===== config.mk =====
export PLATFORM = sky130hd
export DESIGN_NAME = awpf_queue
export DESIGN_NICKNAME = d
export VERILOG_FILES = /design/src/rtl/awpf_pkg.sv /design/src/rtl/awpf_queue.sv
export SDC_FILE = /design/constraint.sdc
export NUM_CORES = 1
export LEC_CHECK = 0
export BUFFER_PORTS_ARGS = -buffer_cell sky130_fd_sc_hd__buf_4
export CORE_MARGIN = 2
export CORE_UTILIZATION = 43
export CTS_BUF_LIST = sky130_fd_sc_hd__clkbuf_8
export CTS_CLUSTER_DIAMETER = 100
export CTS_CLUSTER_SIZE = 28
export DETAILED_ROUTE_END_ITERATION = 8
export GPL_TIMING_DRIVEN = 0
export PLACE_DENSITY_LB_ADDON = 0.05
export SLEW_MARGIN = 20
export SYNTH_ARGS = -nofsm -noshare
export SYNTH_HDL_FRONTEND = slang
export SYNTH_SLANG_ARGS = --single-unit

===== constraint.sdc =====
create_clock -name clk -period 6.3 [get_ports clk]
set_clock_uncertainty 0.2 [all_clocks]
set_input_delay 0.945 -clock clk [delete_from_list [all_inputs] [get_ports clk]]
set_output_delay 0.945 -clock clk [all_outputs]
set_load 0.01 [all_outputs]

===== src/rtl/awpf_pkg.sv =====
// Shared types and constants for the weighted-feature arg-max unit.
package awpf_pkg;

  // Field widths fixed by the interface.
  localparam int SCORE_W   = 48;
  localparam int FEAT_W    = 16;
  localparam int WEIGHT_W  = 32;
  localparam int PROD_W    = WEIGHT_W + FEAT_W;
  localparam int PAIR_W    = PROD_W + 1;
  localparam int SUM_W     = PAIR_W + 2;
  localparam int IDX_W     = 12;
  localparam int CFG_IDX_W = 3;

  // Run limits and term count.
  localparam int MAX_CANDIDATES = 4096;
  localparam int CNT_W          = $clog2(MAX_CANDIDATES + 1);
  localparam int NUM_TERMS      = 4;
  localparam int TERM_SLOTS     = 4;

  // Depth of the queue between front and back.
  localparam int QDEPTH   = 4;
  localparam int QPTR_W   = $clog2(QDEPTH);
  localparam int QCNT_W   = $clog2(QDEPTH + 1) + 1;

  // Saturation bounds of a score.
  localparam logic signed [SCORE_W-1:0] SCORE_MAXV = {1'b0, {(SCORE_W-1){1'b1}}};
  localparam logic signed [SCORE_W-1:0] SCORE_MINV = {1'b1, {(SCORE_W-1){1'b0}}};

  // Configuration register indexes.
  localparam logic [CFG_IDX_W-1:0] REG_WEIGHT_ZERO  = 3'd0;
  localparam logic [CFG_IDX_W-1:0] REG_WEIGHT_ONE   = 3'd1;
  localparam logic [CFG_IDX_W-1:0] REG_WEIGHT_TWO   = 3'd2;
  localparam logic [CFG_IDX_W-1:0] REG_WEIGHT_THREE = 3'd3;

  // One input word.
  typedef struct packed {
    logic signed [SCORE_W-1:0] unary_score;
    logic signed [FEAT_W-1:0]  feature_zero;
    logic signed [FEAT_W-1:0]  feature_one;
    logic signed [FEAT_W-1:0]  feature_two;
    logic signed [FEAT_W-1:0]  feature_three;
    logic                      is_last;
  } in_item_t;

  // One result word.
  typedef struct packed {
    logic signed [SCORE_W-1:0] best_score;
    logic [IDX_W-1:0]          best_index;
    logic                      count_overflow;
  } out_item_t;

  // A scored candidate as it travels from front to back.
  typedef struct packed {
    logic signed [SCORE_W-1:0] score;
    logic                      is_last;
  } score_item_t;

  // Configuration write.
  typedef struct packed {
    logic                 valid;
    logic [CFG_IDX_W-1:0] index;
    logic [WEIGHT_W-1:0]  data;
  } cfg_wr_t;

  // Push from the front into the queue.
  typedef struct packed {
    logic        valid;
    score_item_t item;
  } q_push_t;

  // Head of the queue as seen by the back.
  typedef struct packed {
    logic        valid;
    score_item_t item;
  } q_head_t;

  // Fill level reported to the front for admission.
  typedef struct packed {
    logic [QCNT_W-1:0] count;
  } q_status_t;

endpackage


===== src/rtl/awpf_queue.sv =====
// Short queue of scored candidates between front and back.
module awpf_queue (
  input  logic                  clk,
  input  logic                  rst_n,
  input  awpf_pkg::q_push_t     q_push,
  input  logic                  q_pop,
  output awpf_pkg::q_head_t     q_head,
  output awpf_pkg::q_status_t   q_stat
);

  awpf_pkg::score_item_t          mem_r [awpf_pkg::QDEPTH];
  logic [awpf_pkg::QPTR_W-1:0]    head_r;
  logic [awpf_pkg::QPTR_W-1:0]    tail_r;
  logic [awpf_pkg::QCNT_W-1:0]    count_r;
  logic [awpf_pkg::QCNT_W-1:0]    count_nxt;

  // Storage is written at the tail.
  always_ff @(posedge clk) begin
    if (q_push.valid) begin
      mem_r[tail_r] <= q_push.item;
    end
  end

  assign count_nxt = count_r + awpf_pkg::QCNT_W'(q_push.valid)
                     - awpf_pkg::QCNT_W'(q_pop);

  // Pointers and fill level.
  always_ff @(posedge clk) begin
    if (!rst_n) begin
      head_r  <= '0;
      tail_r  <= '0;
      count_r <= '0;
    end else begin
      if (q_push.valid) begin
        tail_r <= tail_r + awpf_pkg::QPTR_W'(1);
      end
      if (q_pop) begin
        head_r <= head_r + awpf_pkg::QPTR_W'(1);
      end
      count_r <= count_nxt;
    end
  end

  assign q_head.valid = (count_r != '0);
  assign q_head.item  = mem_r[head_r];
  assign q_stat.count = count_r;

endmodule


* Yosys cells after proc, flatten, opt, wreduce, memory -nomap -nowiden
Memory sizes are Yosys's and may differ from the RTL's. A register that Yosys moved wholly into a read port is not among the register bits.
Cells that the tools add are included.
** Cells by class
- Add/subtract/negate cells :: 4
- Reductions and logical operators :: 1
- Muxes and demuxes :: 4
** Operators with widths (number)
- $add A2 B1 Y2 const B :: 2
- $add A4 B1 Y4 :: 1
- $mux W2 :: 2
- $reduce_bool A4 Y1 :: 1
- $sub A4 B1 Y4 :: 1
- $mux W1 :: 2
** Word-level totals
- Memories :: 1
- Bits in writable memories :: 196
- Flip-flop bits (word level) :: 8
- Bits of input ports :: 53
** Memory list
- mem_r :: words 4, width 49, rd ports 1, clocked after memory_dff 1, write ports 1, RTL line awpf_queue.sv:11 : awpf_pkg::score_item_t mem_r [awpf_pkg::QDEPTH];

* Logic depth before layout (Yosys ltp)
- Word-level depth :: 3
- Depth in mapped cells :: 8
- Gate-level depth less buffers :: 8

* Least setup slack after synthesis
No wires, ideal clock.
- Path kind :: input to register
- Start :: input port q_push[49] in the netlist's numbering
- End :: memory mem_r[0][0] in the netlist's numbering, enable pin
- Required time :: 5689 ps
- Stages :: 1
- Data arrival time :: 2117 ps
- Slack :: 3571 ps
- Library setup time :: 411 ps
- Buffers on the path :: 0
- Cell sequence :: and2_1
** On the way
- Cells in the longest elaborated chain, start to end :: 2
** RTL lines
- start, declared :: RTL line awpf_queue.sv:5 : input awpf_pkg::q_push_t q_push,
- $mux W1 :: RTL line awpf_queue.sv:19 : if (q_push.valid) begin
- $mux W1 (implied by the code) :: RTL line awpf_queue.sv:20 : mem_r[tail_r] <= q_push.item;
- end, declared :: RTL line awpf_queue.sv:11
No other way between the ends.

==> out/results.txt <==
status: completed
Worst-Margin Slew: 0.688 ns
Synth-to-Final Area Change: 17.8%
worst path cell trace: buf_2 -> buf_2 -> mux4_2 -> buf_4
most frequent CP cell: buf_2
drt total wl: 13100 µm
antenna violation net count after detailed routing: 0
Die X: 137 µm
CP required: 5.15 ns
critical path class: reg -> out
power density cells: 284 mW/mm²
Die H: 137 µm
global-route wire length before repair: 20200 µm
CTS tree: built
Iter 0 DRT Violations: 217
DR vias: 3348
relative slew slack: 0.541
hold depth: 2
number of global-route vias before repair: 3601
Final Non-Filler Cells: 658
minimum clock period: 3.21 ns
Power Total: 2.55 mW
dpl ws: 3.57 ns
CTS buffer count: 11
RSZ-0062 raised after global routing: no
gr usage total: 0.145
Clock Power Share: 0.217
Starting Density: 0.441
Via density: 5.09
CP Capture Type: primary output
PortBufs: 106
TNS Setup: 0 ns
CP Max Fanout: 10
Worst Setup Start Kind: register
Std-Cell Rows: 48
largest net degree at the start of global routing: 37
Max Fclk: 311 MHz
Largest stage delay, worst path: 0.42 ns
Clock Path Buffers: 3
clk_lat worst skew: 0.49 ns
Worst R2R Setup Slack: 4.38 ns
post-synth top area share: 0.772
# setup viols final: 0
htree depth: 1
R2R depth: 8
WHS Endpoint: tail_r[1]$_SDFFE_PN0P_
Syn Area/Cell: 24.7 µm²
FF-to-FF Start: q_stat[0]$_SDFF_PN0_
max-cap viol count: 0
hpwl dp: 8040 µm
CTS root buffer: clkbuf_8
Ports: 107
Sw Share: 0.231
Cells after Synth: 309
Die Area: 0.0188 mm²
maximum vdd ir drop: 0.232 mV
layout cell share with drive strength beyond 1: 0.418
most area-consuming cells after synthesis: edfxtp_1 77%, mux4_2 14%, dfxtp_1 2.6%
DP Cell Count: 644
mapped cell area: 0.00762 mm²
post-DR wirelength/cell: 19.9 µm
Psw: 587 µW
Comb power frac: 0.157
setup ws final: 3.09 ns
P_leak: 3.04 nW
Int Pwr: 1.96 mW
RR Endpoint: q_stat[2]$_SDFF_PN0_
drc violations: 0
Ys Warns: 0
Worst path top cell family by delay: buffers and inverters
Hold WC Path Type: reg -> reg
hold_buf cts: 0
Nets: 495
global route total overflow: 0
Final Hold Viols: 0
critical hold path startpoint: tail_r[1]$_SDFFE_PN0P_
Synth cell types: 22
Reg power frac: 0.626
DRT Pass-1 Iters: 4
core box area: 0.0173 mm²
clock slew at reported path FFs: 0.15 ns
number of diodes: 0
CTS resizes: 0
CTS Sinks: 206
Crit path buffers/inverters: 3
critical path arrival: 2.07 ns
register area share after synthesis: 0.799
max-slew violation count: 0
post-synthesis sequential element count: 206
Synth area leader: edfxtp_1
initial antenna violation count: 0
syn nets: 372
Final Cycle Share: 0.510
Placer Congestion: 0.694
Slowest cell on crit path: dfxtp_1
hold slack: 0.376 ns
post-CTS setup buffer count: 0
-- tightest hold or removal path: cells and delay by family, from the launching register on --
kind          cells  cell delay, ns
flops             1            0.37
mux               1            0.13
simple gates      1            0.06
-- sequential cells by signal, summed over array words and instances, names as in the netlist, named ones only --
name and cells:
head_r 2, q_stat 4, tail_r 2, mem_r 196
-- power groups by stage --
| stage | Clock [mW] | Sequential [mW] | Combinational [mW] |
|---|---|---|---|
| final | 0.553 | 1.59 | 0.398 |
| after global routing | 0.618 | 1.60 | 0.440 |
| after CTS | 0.583 | 1.59 | 0.410 |
| after detailed placement | 0 | 1.63 | 0.409 |
| after global placement | 0 | 1.63 | 0.395 |
| after floorplan | 0 | 1.63 | 0.216 |
-- worst max-delay path by stage --
stage	from	endpoint	slack, ns	cells after the start
after floorplan	q_push[49]	mem_r[0][0]$_DFFE_PP_	3.57	1
after global placement	q_push[49]	mem_r[0][10]$_DFFE_PP_	2.36	2
after detailed placement	register	q_head[38]	3.57	4
after CTS	register	q_head[38]	2.99	4
after global routing	register	q_head[26]	2.93	3
final	register	q_head[39]	3.09	4
-- final cells by class --
cell class                      count  area, µm²
Fill cell                        1426       8320
Tap cell                          225        282
Timing Repair Buffer              110        883
Buffer                             11       95.1
Sequential cell                   206       6090
Multi-Input combinational cell     83       1420
Clock buffer                       11        151
Inverter                            9       33.8
Clock inverter                      3       27.5
-- cell usage after synthesis --
| cell | n |
|---|---|
| a21o_1 | 1 |
| a21oi_1 | 1 |
| and2_1 | 10 |
| buf_1 | 3 |
| buf_12 | 2 |
| buf_2 | 2 |
| buf_4 | 3 |
| buf_6 | 1 |
| dfxtp_1 | 10 |
| edfxtp_1 | 196 |
| fa_1 | 1 |
| ha_1 | 9 |
| inv_1 | 9 |
| mux2i_1 | 2 |
| mux4_1 | 2 |
| mux4_2 | 47 |
| nand2_1 | 2 |
| nand2b_1 | 1 |
| nand3_1 | 1 |
| nor2b_1 | 2 |
| xnor2_1 | 2 |
| xor2_1 | 2 |
-- cells in the final DEF, fill, tap and decap left out, types with 2 or more instances in the layout --
master,n
and2_1,6
and2_4,4
buf_1,3
buf_12,5
buf_2,2
buf_4,109
clkbuf_8,11
dfxtp_1,10
edfxtp_1,196
ha_1,9
inv_1,11
mux2i_1,2
mux4_1,2
mux4_2,47
nand2_1,2
nor2b_1,2
xnor2_1,2
xor2_1,2
-- logic make-up after synthesis --
group,count (synthesis),share of synthesized area
compound gates,2,0.00164
mux,51,0.148
fa+ha+maj,10,0.0174
buf+inv,20,0.0169
flops,206,0.799
simple gates,16,0.0123
xor+xnor,4,0.00460
-- layer usage --
metal / vias to the layer above / share of wire / track usage / wire length (µm)
met1: 1742 / 0.43 / 0.190 / 5610
li1: 1524 / - / - / -
met3: 8 / 0.059 / 0.0300 / 772
met2: 74 / 0.50 / 0.251 / 6600
met5: - / 0 / 0 / 0
met4: 0 / 0.011 / 0.0304 / 141
-- stage by stage --
step,instance area [µm²],utilization
after floorplan,7620,-
after global placement,8700,0.503
after detailed placement,8790,0.508
after CTS,8970,0.519
after global routing,8970,0.519
final,8970,0.519
(Power assumes the default switching activity.)
