**src/rtl/awpf_pkg.sv**
```systemverilog
// Shared types and constants for the weighted-feature arg-max unit.
package awpf_pkg;

  // Field widths fixed by the interface.
  localparam int SCORE_W   = 48;
  localparam int FEAT_W    = 16;
  localparam int WEIGHT_W  = 32;
  localparam int PROD_W    = WEIGHT_W + FEAT_W;
  localparam int PAIR_W    = PROD_W + 1;
  localparam int SUM_W     = PAIR_W + 2;
  localparam int IDX_W     = 12;
  localparam int CFG_IDX_W = 3;

  // Run limits and term count.
  localparam int MAX_CANDIDATES = 4096;
  localparam int CNT_W          = $clog2(MAX_CANDIDATES + 1);
  localparam int NUM_TERMS      = 4;
  localparam int TERM_SLOTS     = 4;

  // Depth of the queue between front and back.
  localparam int QDEPTH   = 4;
  localparam int QPTR_W   = $clog2(QDEPTH);
  localparam int QCNT_W   = $clog2(QDEPTH + 1) + 1;

  // Saturation bounds of a score.
  localparam logic signed [SCORE_W-1:0] SCORE_MAXV = {1'b0, {(SCORE_W-1){1'b1}}};
  localparam logic signed [SCORE_W-1:0] SCORE_MINV = {1'b1, {(SCORE_W-1){1'b0}}};

  // Configuration register indexes.
  localparam logic [CFG_IDX_W-1:0] REG_WEIGHT_ZERO  = 3'd0;
  localparam logic [CFG_IDX_W-1:0] REG_WEIGHT_ONE   = 3'd1;
  localparam logic [CFG_IDX_W-1:0] REG_WEIGHT_TWO   = 3'd2;
  localparam logic [CFG_IDX_W-1:0] REG_WEIGHT_THREE = 3'd3;

  // One input word.
  typedef struct packed {
    logic signed [SCORE_W-1:0] unary_score;
    logic signed [FEAT_W-1:0]  feature_zero;
    logic signed [FEAT_W-1:0]  feature_one;
    logic signed [FEAT_W-1:0]  feature_two;
    logic signed [FEAT_W-1:0]  feature_three;
    logic                      is_last;
  } in_item_t;

  // One result word.
  typedef struct packed {
    logic signed [SCORE_W-1:0] best_score;
    logic [IDX_W-1:0]          best_index;
    logic                      count_overflow;
  } out_item_t;

  // A scored candidate as it travels from front to back.
  typedef struct packed {
    logic signed [SCORE_W-1:0] score;
    logic                      is_last;
  } score_item_t;

  // Configuration write.
  typedef struct packed {
    logic                 valid;
    logic [CFG_IDX_W-1:0] index;
    logic [WEIGHT_W-1:0]  data;
  } cfg_wr_t;

  // Push from the front into the queue.
  typedef struct packed {
    logic        valid;
    score_item_t item;
  } q_push_t;

  // Head of the queue as seen by the back.
  typedef struct packed {
    logic        valid;
    score_item_t item;
  } q_head_t;

  // Fill level reported to the front for admission.
  typedef struct packed {
    logic [QCNT_W-1:0] count;
  } q_status_t;

endpackage

```
**src/rtl/awpf_back.sv**
```systemverilog
// Back: running maximum, index tracking and the result register.
module awpf_back (
  input  logic                  clk,
  input  logic                  rst_n,
  input  awpf_pkg::q_head_t     q_head,
  output logic                  q_pop,
  output logic                  out_valid,
  input  logic                  out_ready,
  output awpf_pkg::out_item_t   out_data
);

  logic signed [awpf_pkg::SCORE_W-1:0] running_max_r, running_max_nxt;
  logic [awpf_pkg::IDX_W-1:0]          running_index_r, running_index_nxt;
  logic [awpf_pkg::CNT_W-1:0]          count_r, count_nxt;
  logic                                overflow_r, overflow_nxt;
  logic                                out_valid_r, out_valid_nxt;
  awpf_pkg::out_item_t                 out_data_r, out_data_nxt;

  // A last word waits only while the result register is still full.
  assign q_pop = q_head.valid &&
                 (!q_head.item.is_last || !out_valid_r || out_ready);

  // Compare and update for the popped candidate.
  always_comb begin
    running_max_nxt   = running_max_r;
    running_index_nxt = running_index_r;
    count_nxt         = count_r;
    overflow_nxt      = overflow_r;
    out_data_nxt      = out_data_r;
    out_valid_nxt     = out_valid_r && !out_ready;
    if (q_pop) begin
      if (count_r >= awpf_pkg::CNT_W'(awpf_pkg::MAX_CANDIDATES)) begin
        overflow_nxt = 1'b1;
      end else begin
        if (count_r == '0 || q_head.item.score > running_max_r) begin
          running_max_nxt   = q_head.item.score;
          running_index_nxt = awpf_pkg::IDX_W'(count_r);
        end
        count_nxt = count_r + awpf_pkg::CNT_W'(1);
      end
      if (q_head.item.is_last) begin
        out_data_nxt.best_score     = running_max_nxt;
        out_data_nxt.best_index     = running_index_nxt;
        out_data_nxt.count_overflow = overflow_nxt;
        out_valid_nxt               = 1'b1;
        running_max_nxt             = awpf_pkg::SCORE_MINV;
        running_index_nxt           = '0;
        count_nxt                   = '0;
        overflow_nxt                = 1'b0;
      end
    end
  end

  // Run state and result valid.
  always_ff @(posedge clk) begin
    if (!rst_n) begin
      running_max_r   <= awpf_pkg::SCORE_MINV;
      running_index_r <= '0;
      count_r         <= '0;
      overflow_r      <= 1'b0;
      out_valid_r     <= 1'b0;
    end else begin
      running_max_r   <= running_max_nxt;
      running_index_r <= running_index_nxt;
      count_r         <= count_nxt;
      overflow_r      <= overflow_nxt;
      out_valid_r     <= out_valid_nxt;
    end
  end

  // Result payload.
  always_ff @(posedge clk) begin
    out_data_r <= out_data_nxt;
  end

  assign out_valid = out_valid_r;
  assign out_data  = out_data_r;

endmodule
```
**config.mk**
```make
export PLATFORM = sky130hd
export DESIGN_NAME = awpf_back
export DESIGN_NICKNAME = d
export VERILOG_FILES = /design/src/rtl/awpf_pkg.sv /design/src/rtl/awpf_back.sv
export SDC_FILE = /design/constraint.sdc
export NUM_CORES = 1
export LEC_CHECK = 0
export BUFFER_PORTS_ARGS = -buffer_cell sky130_fd_sc_hd__buf_2
export CORE_MARGIN = 5
export CORE_UTILIZATION = 51
export CTS_CLUSTER_DIAMETER = 100
export DETAILED_ROUTE_END_ITERATION = 10
export PLACE_DENSITY = 0.77
export SYNTH_ARGS = -nofsm -noshare
export SYNTH_HDL_FRONTEND = slang
export SYNTH_SLANG_ARGS = --single-unit
```
**constraint.sdc**
```tcl
create_clock -name clk -period 3.24 [get_ports clk]
set_clock_uncertainty 0.05 [all_clocks]
set_input_delay 0.648 -clock clk [delete_from_list [all_inputs] [get_ports clk]]
set_output_delay 0.648 -clock clk [all_outputs]
set_load 0.1 [all_outputs]
```
Yosys cells after proc, flatten, opt, wreduce, memory -nomap -nowiden:

Index checks and enable logic that the tools add are counted.

* add/sub/neg operators: 1
* magnitude comparators: 2
* equality and inequality tests: 1
* mux-type cells: 12
* reductions and logical operators: 11

Operators by type and width (number)
* 48-bit two-way mux: 3
* 48-bit greater-than comparator: 1
* 12-bit two-way mux: 3
* 13-bit two-way mux: 2
* 13-bit by 1-bit adder with 13-bit output, second input constant: 1
* 13-bit greater-or-equal comparator, second input constant: 1
* 13-bit zero test: 1
* 1-bit two-way mux: 4
* 2-bit AND reduction: 2
* 1-bit zero test: 3
* 1-bit logical OR: 3
* 1-bit logical AND: 2
* 2-bit != test, second input constant: 1

* bits in registers: 136
* input bits: 53
* output and inout port bits: 63
* word-level logic and storage cells: 35

Logic depth before layout (Yosys ltp):

* word-level depth: 5
* depth in mapped cells: 11
* gate-level depth less buffers: 9

Worst setup path after synthesis:

OpenSTA, ideal clock, no wires.

* path type: reg-to-reg
* start: register out_valid_r (netlist: out_valid)
* end: register out_data_r, in the netlist out_data[0] (enable)
* library setup time: 0.416 ns
* arrival: 4.120 ns
* data required time: 2.774 ns
* path slack: -1.346 ns
* stages on the path, launching flop included: 5
* path buffers: 0
* period minus slack after synthesis: 4.586 ns
* path through: dfxtp_1 > nor2b_1 > a21boi_1 > nand2_1 > inv_1

* longest elaborated chain between the ends: 5

RTL lines
* start, declared: RTL line awpf_back.sv:16 `logic out_valid_r, out_valid_nxt;`
* start signal, assigned: RTL line awpf_back.sv:67 `out_valid_r <= out_valid_nxt;`
* 1-bit zero test: RTL line awpf_back.sv:21 `(!q_head.item.is_last || !out_valid_r || out_ready);`
* 1-bit logical OR (2 in a row): RTL line awpf_back.sv:21
* 1-bit logical AND: RTL line awpf_back.sv:20 `assign q_pop = q_head.valid &&`
* net q_pop: RTL line awpf_back.sv:6 `output logic q_pop,`
* 2-bit AND reduction (no source line)
* end signal, assigned: RTL line awpf_back.sv:73 `out_data_r <= out_data_nxt;`
* end, declared: RTL line awpf_back.sv:17 `awpf_pkg::out_item_t out_data_r, out_data_nxt;`

The timed path passes the listed nets, and every way through them passes these cells.
A chain may end at the register's enable or synchronous reset.

Worst setup path after layout:

* start: register running_max_r[30] (netlist name)
* end: register out_data_r, in the netlist out_data[22] (data pin)

* longest elaborated chain between the ends: 4

RTL lines
* start, declared: RTL line awpf_back.sv:12 `logic signed [awpf_pkg::SCORE_W-1:0] running_max_r, running_max_nxt;`
* start signal, assigned: RTL line awpf_back.sv:57 `running_max_r <= awpf_pkg::SCORE_MINV;`
* start signal, assigned: RTL line awpf_back.sv:63 `running_max_r <= running_max_nxt;`
* 48-bit greater-than comparator: RTL line awpf_back.sv:35 `if (count_r == '0 || q_head.item.score > running_max_r) begin`
* 1-bit logical OR: RTL line awpf_back.sv:35
* 48-bit two-way mux: RTL line awpf_back.sv:35
* 48-bit two-way mux: RTL line awpf_back.sv:32 `if (count_r >= awpf_pkg::CNT_W'(awpf_pkg::MAX_CANDIDATES)) begin`

Every way passes these cells.

==> flow_results.org <==
** Power and ir drop
- Worst VDD drop :: 0.344 mV
- Standby leakage power :: 3.42 nW
- Dividing total power by cell area gives a power density of 561 nW/µm².

** Placed design
- The congestion estimate from routability-driven global placement came to 0.872.
- Input/output buffers :: 115
- Hpwl dp :: 10,800 µm
- Post-placement cell area :: 7720 µm²

** GRT
- The first global-routing pass estimated 25,300 µm of wire.
- For this run the aggregate overflow at the end of global routing stands at 0.
- The via count of the first global-routing pass is 5,280.
- GRT Total Usage :: 19.9%
- Pin count of the biggest net entering global routing :: 60
- The number of antenna violations at the first check in global routing is 2.

** Min path
- In this run the worst hold path is classified as reg2reg.

** Floorplan
- Pin placement for this block handled 116 I/O pins.
- Floorplan die area :: 15,600 µm²
- Area of the placeable core :: 13,100 µm²
- Measured along the x axis, the die boundary spans 125 µm.
- Initial standard-cell utilization of the core :: 51.4%
- Y dimension of the die :: 125 µm
- Num rows :: 42

** Detailed routing
- Per-cell via count in the routed design :: 5.67
- Violation count after the first detailed-routing iteration :: 460
- Mean routed wirelength per cell :: 17.3 µm
- Remaining antenna violation count after routing :: 0
- For this run, design rule violations remaining after detail routing come to 0.
- DR pass1 iterations :: 5
- The routed design has 15,400 µm of wire.
- The detailed router placed 5,048 vias in this run.

** Timing
- Timing-limited maximum frequency :: 334 MHz
- The max-slew violation total from the final report was 0.
- Setup repair after global routing left no endpoint under its margin.
- Final worst path period need :: 2.99 ns
- Transition time of the tightest slew-check pin :: 0.649 ns
- Headroom to the max-slew limit came out at 56.4%.
- Hold_ws :: 0.427 ns
- Setup violations remaining at the end of the flow were counted as 0.
- In the finished design, the share of the clock period the worst path needs comes to 92.3%.
- For the final routed database, the setup TNS stands at 0 ns.
- Final count of hold timing violations :: 0

** Finish
- Fin util :: 63.6%
- Relative area change from synthesis to final layout :: 23.7%
- Number of nets at the end of the flow :: 803
- The layout has 1,016 filler cells.
- Finished layout cell area :: 8320 µm²
- Of the cells placed in the final design, the portion with a size suffix greater than 1 is 34.2%.

** Setup path
- CP Data Arrival Time :: 3.11 ns
- Crit Path Max Fanout :: 21
- The setup check on the worst reg-to-reg path leaves a slack of 0.25 ns.
- Category of the critical setup timing path :: reg2reg
- STA classifies the critical path endpoint as a register.
- The worst setup path is launched from a register.
- Required @ worst endpoint :: 3.36 ns

** Clock tree
- For this design, the sink count on the clock tree is 136.
- TritonCTS built the clock tree.
- Clock slew at the register clock pins of the worst setup and hold paths :: 0.06 ns
- For the worst-skew pair, the clock arrives at the later sink with an insertion delay of 0.42 ns.
- CTS Root Buffer Type :: sky130_fd_sc_hd__clkbuf_16
- Buffer depth of the longest clock path :: 2
- Cts-stage hold buffer count :: 0
- H-tree lvl count :: 4
- Num CTS Buffers :: 17
- Setup bufs post-CTS :: 0
- In this run, post-CTS repair resized a total of 0 instances.

** Yosys
- Synthesis instantiated 45 different standard cells from the library.
- Avg Inst Size Synth :: 12.0 µm²
- Among all flip-flop cells after synthesis, the most frequent one is sky130_fd_sc_hd__dfxtp_1.
- Yosys Warn Count :: 0
- Proportion of register bits with asynchronous set or reset after synthesis :: 0%
- The synthesized design contains 61 enable-type register cells.
- Seq/Total Area, Yosys :: 49.6%
- The share of synthesized area in the top cell type comes to 27.2%.
- The mapped netlist covers 6720 µm².
- Counting every instance in the synthesized netlist gives 559.
- Most numerous cell in the Yosys netlist :: sky130_fd_sc_hd__dfxtp_1
- Commonest cells post-synth :: sky130_fd_sc_hd__dfxtp_1, sky130_fd_sc_hd__inv_1, sky130_fd_sc_hd__edfxtp_1, sky130_fd_sc_hd__a32o_1, sky130_fd_sc_hd__ha_1
- Synthesized netlist net count :: 662
- Largest cells by area after synthesis :: sky130_fd_sc_hd__edfxtp_1, sky130_fd_sc_hd__dfxtp_1, sky130_fd_sc_hd__mux2_4, sky130_fd_sc_hd__ha_1, sky130_fd_sc_hd__a32o_1
- Cell accounting for the most synthesized area :: sky130_fd_sc_hd__edfxtp_1
- Post-synthesis register bit count :: 136

** Outcome
- The run finished with clean final reports.

** Flow run
- Maximum Capacitance Violations :: 0
worst paths after layout:
path                          start      endpoint  cells after the start
setup / recovery  running_max_r[30]  out_data[22]                     10
setup reg to reg  running_max_r[30]  out_data[22]                     10
hold reg to reg          overflow_r    overflow_r                      2
hold / removal           overflow_r    overflow_r                      2
per-stage QoR:
stage	worst slack (ns)	power, mW	cells
floorplan	0.142	2.56	559
global placement	-0.148	2.75	857
detailed placement	-0.154	2.78	857
CTS	0.225	4.69	889
global route	0.0269	4.83	890
finish	0.250	4.67	890
layout make-up:
class / count / area [µm²] / area share, %
Multi-Input combinational cell: 327 / 2950 / 35.5
Sequential cell: 136 / 3330 / 40.1
Clock inverter: 15 / 168 / 2.02
Clock buffer: 17 / 425 / 5.11
Inverter: 65 / 248 / 2.98
Antenna cell: 1 / 2.50 / 0.0301
Timing Repair Buffer: 153 / 973 / 11.7
Tap cell: 176 / 220 / 2.65
routing by layer:
layer	vias up	wire, µm	track usage [%]
met2	168	7880	34.7
met4	2	393	8.86
met3	37	892	5.10
met5	-	7	0
li1	2377	-	-
met1	2464	6240	23.0
critical path, cell delays in order (launching register included):
cell,delay [ns]
sky130_fd_sc_hd__dfxtp_1,0.37
sky130_fd_sc_hd__inv_1,0.06
sky130_fd_sc_hd__ha_1,0.29
sky130_fd_sc_hd__nand4_1,0.14
sky130_fd_sc_hd__nor4_2,0.38
sky130_fd_sc_hd__nand2_1,0.13
sky130_fd_sc_hd__or4_1,0.55
sky130_fd_sc_hd__o211ai_2,0.12
sky130_fd_sc_hd__a21oi_4,0.13
sky130_fd_sc_hd__buf_12,0.21
sky130_fd_sc_hd__mux2_4,0.31
state kept, by name, summed over array words and instances, names as in the netlist:
register         count
count_r             13
out_data            61
out_valid            1
overflow_r           1
running_index_r     12
running_max_r       48
layout by cell type (no fill, tap or decap), types with 24 or more instances in the layout:
master and instances:
sky130_fd_sc_hd__ha_1 50, sky130_fd_sc_hd__buf_2 115, sky130_fd_sc_hd__nand2_1 27, sky130_fd_sc_hd__buf_4 29, sky130_fd_sc_hd__dfxtp_1 75, sky130_fd_sc_hd__a21oi_1 24, sky130_fd_sc_hd__mux2_4 49, sky130_fd_sc_hd__edfxtp_1 61
sky130_fd_sc_hd__inv_1 64, sky130_fd_sc_hd__a32o_1 59
cell families after synthesis:
family	after synthesis	synth area share [%]
buf+inv	96	6.87
fa+ha+maj	50	9.30
mux	50	11.1
compound gates	124	15.1
flops	136	49.6
simple gates	96	7.15
xor+xnor	7	0.912
where the power goes:
group / internal, mW / switching (mW)
sequential: 1.87 / 0.0342
clock: 1.15 / 0.778
combinational: 0.279 / 0.562
Note: power is estimated with default switching activity, not from simulation.
